<file path="src/gbs_pkg.sv">
// Shared types and constants for the greedy box suppression block.
`default_nettype none
package gbs_pkg;
   localparam int MaxBoxesDefault = 64;
   localparam int CoordWidth = 14;
   localparam int SizeWidth = 13;
   localparam int ScoreWidth = 16;
   localparam int ClassWidth = 8;
   localparam logic [15:0] ThresholdReset = 16'd29491;

   typedef struct packed {
      logic signed [CoordWidth-1:0] x;
      logic signed [CoordWidth-1:0] y;
      logic [SizeWidth-1:0] w;
      logic [SizeWidth-1:0] h;
      logic [ScoreWidth-1:0] score;
      logic [ClassWidth-1:0] cls;
   } box_type;

   typedef struct packed {
      box_type box;
      logic last;
   } cand_type;
endpackage
`default_nettype wire

</file>
<file path="src/gbs_front.sv">
// Front end: registers incoming candidate items into a two-entry queue.
`default_nettype none
module gbs_front
   import gbs_pkg::*;
(
   input  wire logic     clock,
   input  wire logic     reset,
   input  wire logic     in_valid,
   output logic          in_ready,
   input  wire cand_type in_cand,
   output logic          q_valid,
   input  wire logic     q_ready,
   output cand_type      q_cand
);
   cand_type mem_ff [2];
   logic wp_ff, wp_in, rp_ff, rp_in;
   logic [1:0] cnt_ff, cnt_in;
   logic push, pop;

   assign in_ready = (cnt_ff != 2'd2);
   assign q_valid  = (cnt_ff != 2'd0);
   assign q_cand   = mem_ff[rp_ff];
   assign push = in_valid && in_ready;
   assign pop  = q_valid && q_ready;

   always_comb begin
      wp_in  = push ? ~wp_ff : wp_ff;
      rp_in  = pop ? ~rp_ff : rp_ff;
      cnt_in = cnt_ff + {1'b0, push} - {1'b0, pop};
   end

   always_ff @(posedge clock) begin
      if (reset) begin
         wp_ff  <= 1'b0;
         rp_ff  <= 1'b0;
         cnt_ff <= 2'd0;
      end else begin
         wp_ff  <= wp_in;
         rp_ff  <= rp_in;
         cnt_ff <= cnt_in;
      end
      if (push) mem_ff[wp_ff] <= in_cand;
   end
endmodule
`default_nettype wire

</file>
<file path="config.mk">
export PLATFORM = sky130hd
export DESIGN_NAME = gbs_front
export DESIGN_NICKNAME = d
export VERILOG_FILES = /design/src/gbs_pkg.sv /design/src/gbs_front.sv
export SDC_FILE = /design/constraint.sdc
export NUM_CORES = 1
export LEC_CHECK = 0
export BUFFER_PORTS_ARGS = -buffer_cell sky130_fd_sc_hd__buf_2
export CAP_MARGIN = 20
export CORE_ASPECT_RATIO = 0.5
export CORE_MARGIN = 4
export CORE_UTILIZATION = 49
export CTS_BUF_LIST = sky130_fd_sc_hd__clkbuf_8
export CTS_CLUSTER_SIZE = 28
export DETAILED_ROUTE_END_ITERATION = 8
export GPL_ROUTABILITY_DRIVEN = 0
export PLACE_DENSITY = 0.87
export SYNTH_ARGS = -nofsm -noshare
export SYNTH_HDL_FRONTEND = slang
export SYNTH_SLANG_ARGS = --single-unit
</file>
<file path="constraint.sdc">
create_clock -name clock -period 4 [get_ports clock]
set_input_delay 0.2 -clock clock [delete_from_list [all_inputs] [get_ports clock]]
set_output_delay 0.2 -clock clock [all_outputs]
set_load 0.02 [all_outputs]
</file>
# == Yosys cells after proc, flatten, opt, wreduce, memory -nomap -nowiden ==
# Memory sizes are Yosys's and may differ from the RTL's. A register that Yosys moved wholly into a read port is not among the register bits.
# Cells that the tools add are included.
# op_classes
addsub,2
multipliers,0
n_div,0
n_lt_le_gt_ge,0
n_eq_ne,1
shift,0
mux,4
bitwise_logic,2
reduce_logical,3
# ops
operator,n
1-bit 2-to-1 mux,4
2-bit by 1-bit adder with 2-bit output,1
1-bit logical AND,2
2-bit != test (second input constant),1
1-bit inverter,2
2-bit nonzero test,1
2-bit by 1-bit subtractor with 2-bit output,1
# word_totals
register_bits,4
latch_bits,0
ram_bits,158
romBits,0
in_bits,83
wordCells,16
mem_count,1
# mem_list
name,words,word_bits,read_ports,rd_ports_with_merged_regs,wr,line,source
mem_ff,2,79,1,1,1,gbs_front.sv:15,cand_type mem_ff [2];

# == Depth between registers and ports, before layout ==
# logic_depth
word_depth,4
ltp_mapped,8
depth_no_buf,8

# == Worst setup path after synthesis ==
# No wires, ideal clock.
# synth_timing
path_type,register to register
startpoint,register cnt_ff[0]
endpoint,"memory mem_ff[0][0] in the netlist's numbering, enable pin"
t_arrival_ns,4.039
setup_slack_ns,-0.556
stages_incl_launch_ff,4
period_less_slack_ns,4.556
path_cell_list,dfxtp_1 -> nand2b_1 -> nand2_1 -> nor2_1
# synth_via
elab_chain_cells,4
# synth_rtl
item,line,source
start: declaration,gbs_front.sv:17,"logic [1:0] cnt_ff, cnt_in;"
start signal: assignment,gbs_front.sv:40,cnt_ff <= cnt_in;
2-bit != test,gbs_front.sv:20,assign in_ready = (cnt_ff != 2'd2);
via in_ready,gbs_front.sv:9,"output logic in_ready,"
1-bit logical AND,gbs_front.sv:23,assign push = in_valid && in_ready;
1-bit 2-to-1 mux,gbs_front.sv:42,if (push) mem_ff[wp_ff] <= in_cand;
1-bit 2-to-1 mux (not written as such),gbs_front.sv:42,
end: declaration,gbs_front.sv:15,
# The timed path passes the listed nets, and every way through them passes these cells.

==> impl_metrics.yaml <==
run_status:
  status: "finished, final reports clean"
power:
  ir_drop_mv: 0.409
  power_mw: 4.72
  leakagePower_nw: 3.07
  p_per_area_nw_per_um2: 579
synth:
  syn-cell-area_um2: 5960
  syn_inst: 270
  synth_warnings: 0
  yosysUniqueCellTypes: 17
  seq_area_frac_synth_pct: 81.2
  synth_nets: 355
  synth.avg_cell_area_um2: 22.1
  ys_ff_latch: 163
clocking:
  clk_root_buffer_cell: "clkbuf_8"
  cts_sinks: 163
  cts_hold_buf: 80
  cts_made_buffers: 17
  postCtsSetupBuffers: 0
  cts_resized: 0
  cts_tree: "done"
  clock_latency_ps: 450
  cts_max_level: 4
  path_clk_slew_ps: 80
  cts_buffer_depth: 2
placement:
  dp_hpwl_um: 7450
  io_buffers: 163
  dp_slack_ps: 1880
  dpl_cell_area_um2: 6960
route:
  wl_per_cell_um: 18.8
  drt_drc_violations_left: 0
  drt-initial-drc-count: 197
  drt-total-wl_um: 13300
  firstDrtPassIters: 4
  vias_per_cell: 4.86
  vias: 3428
  ant_nets: 0
worst_setup_path:
  worstPathMaxFanout: 70
  r2r-end: "mem_ff[1][74]"
  crit_path_start_kind: "register"
  r2r_slack_ps: 1940
  slowest_delay_ps: 980
  r2r-start: "cnt_ff[0]"
  path_class: "reg2out"
  crit_arrival_ps: 2400
  path_depth: 3
  path_cells: "buf_4 -> mux2_2 -> buf_2"
  rr_worst_depth: 3
  required_ps: 3800
  path_buf_inv: 2
  critPathSlowestCell: "dfxtp_4"
  end_kind: "output port"
  crit_end: "q_cand[30]"
  cp_top_family: "flip-flops"
global_route:
  grt_pass1_vias: 3805
  grt_overflow_total: 0
  grt_pass1_wl_um: 19900
  grt_max_degree: 80
  antenna_found_initial: 1
  grtUsageTotal_pct: 19.1
final_layout:
  fin_nets: 611
  area_growth_pct: 36.5
  final_common_cell: "buf_2"
  final_cell_mix: "163 x buf_2, 158 x edfxtp_1, 80 x dlygate4sd3_1, 70 x mux2_2, 17 x clkbuf_8"
  final_cell_area_um2: 8140
  drive_above_1_share_pct: 51.6
floorplan:
  start_util_pct: 50.4
  io-pin-count: 164
  chipWidth_um: 164
  row_count: 28
  die_area_um2: 14100
  coreArea_um2: 11800
  dieHeight_um: 86.0
timing:
  max_freq_ghz: 0.384
  post-route-period-util_pct: 65.1
  tns_ps: 0
  setup_viol: 0
  grt_setup_unrepaired: "no"
  fin_skew_ps: 12.4
  hold_violations: 0
  slew-limit-headroom_pct: 30.1
  worst_pin_slew_ps: 1050
  fin_crit_ps: 2600
  maxSlewViolCount: 0
  finalWorstSetupSlack_ps: 1400
min_path:
  hold_path.startpoint: "q_ready"
  holdCritPathClass: "in2reg"
run:
  maxCapViolCount: 0
## worst reg2reg max path: stages (launching register included)
cell	delay, ps
dfxtp_1	370
nand2b_1	160
and3_4	740
buf_4	460
## synthesized netlist by cell type
library cell	instances	area [um^2]
buf_6	3	33.8
nor2_1	5	18.8
buf_2	6	30.0
nand2b_1	1	6.26
dfxtp_1	5	100
nand2_1	1	3.75
nor2b_1	2	12.5
inv_1	1	3.75
and3_1	1	6.26
xor2_1	1	8.76
o21a_1	1	7.51
ha_1	2	25.0
mux2_2	70	788
xnor2_1	2	17.5
mux2_4	10	150
edfxtp_1	158	4740
or2_2	1	6.26
## layout make-up
class | instances | area, um^2
diodes | 1 | 2.50
clock buffers | 17 | 234
clock inverters | 15 | 143
fillers | 777 | 3700
inverters | 1 | 3.75
multi-input cells | 97 | 1060
flip-flops and latches | 163 | 4850
well taps | 165 | 206
repair buffers | 246 | 1640
## kinds of logic (layout without fill, tap and decap cells)
family          count (synthesis)  after routing  share of synthesized area (%)
flops                         163            163                           81.2
mux                            80             80                           15.7
simple gates                   11             11                          0.902
buf+inv                        10            279                           1.13
xor+xnor                        3              3                          0.441
fa+ha+maj                       2              2                          0.420
compound gates                  1              1                          0.126
other cells                     0              1                              0
## sequential cells by signal (all words and copies together) (netlist names), named ones only
register,cells
mem_ff,158
cnt_ff,2
rp_ff,1
wp_ff,1
## per-layer routing
| layer | wire (um) | vias up | GRT usage, % |
|---|---|---|---|
| li1 | - | 1572 | - |
| met1 | 4780 | 1712 | 19.6 |
| met2 | 7490 | 110 | 36.2 |
| met3 | 543 | 34 | 4.99 |
| met4 | 447 | 0 | 9.67 |
| met5 | 0 | - | 0 |
## power breakdown
group | internal [mW] | switching, mW
clock network | 0.546 | 0.594
registers | 2.15 | 0.155
logic | 0.560 | 0.713
total | 3.25 | 1.46
## stage by stage
step	std cells	util [%]	hold WS, ps
2_1_floorplan	270	-	272
5_1_grt	705	68.7	203
3_5_place_dp	592	58.8	392
3_3_place_gp	592	58.8	388
4_1_cts	704	68.7	173
6_report	705	68.7	192
## worst min-delay path by stage
stage	end	slack, ps	depth (start not counted)
2_1_floorplan	cnt_ff[0]	270	1
3_3_place_gp	mem_ff[0][76]	390	1
3_5_place_dp	mem_ff[0][65]	390	1
4_1_cts	register	170	4
5_1_grt	wp_ff	200	3
6_report	register	190	4
No activity file was read; power rests on OpenSTA's default activity.
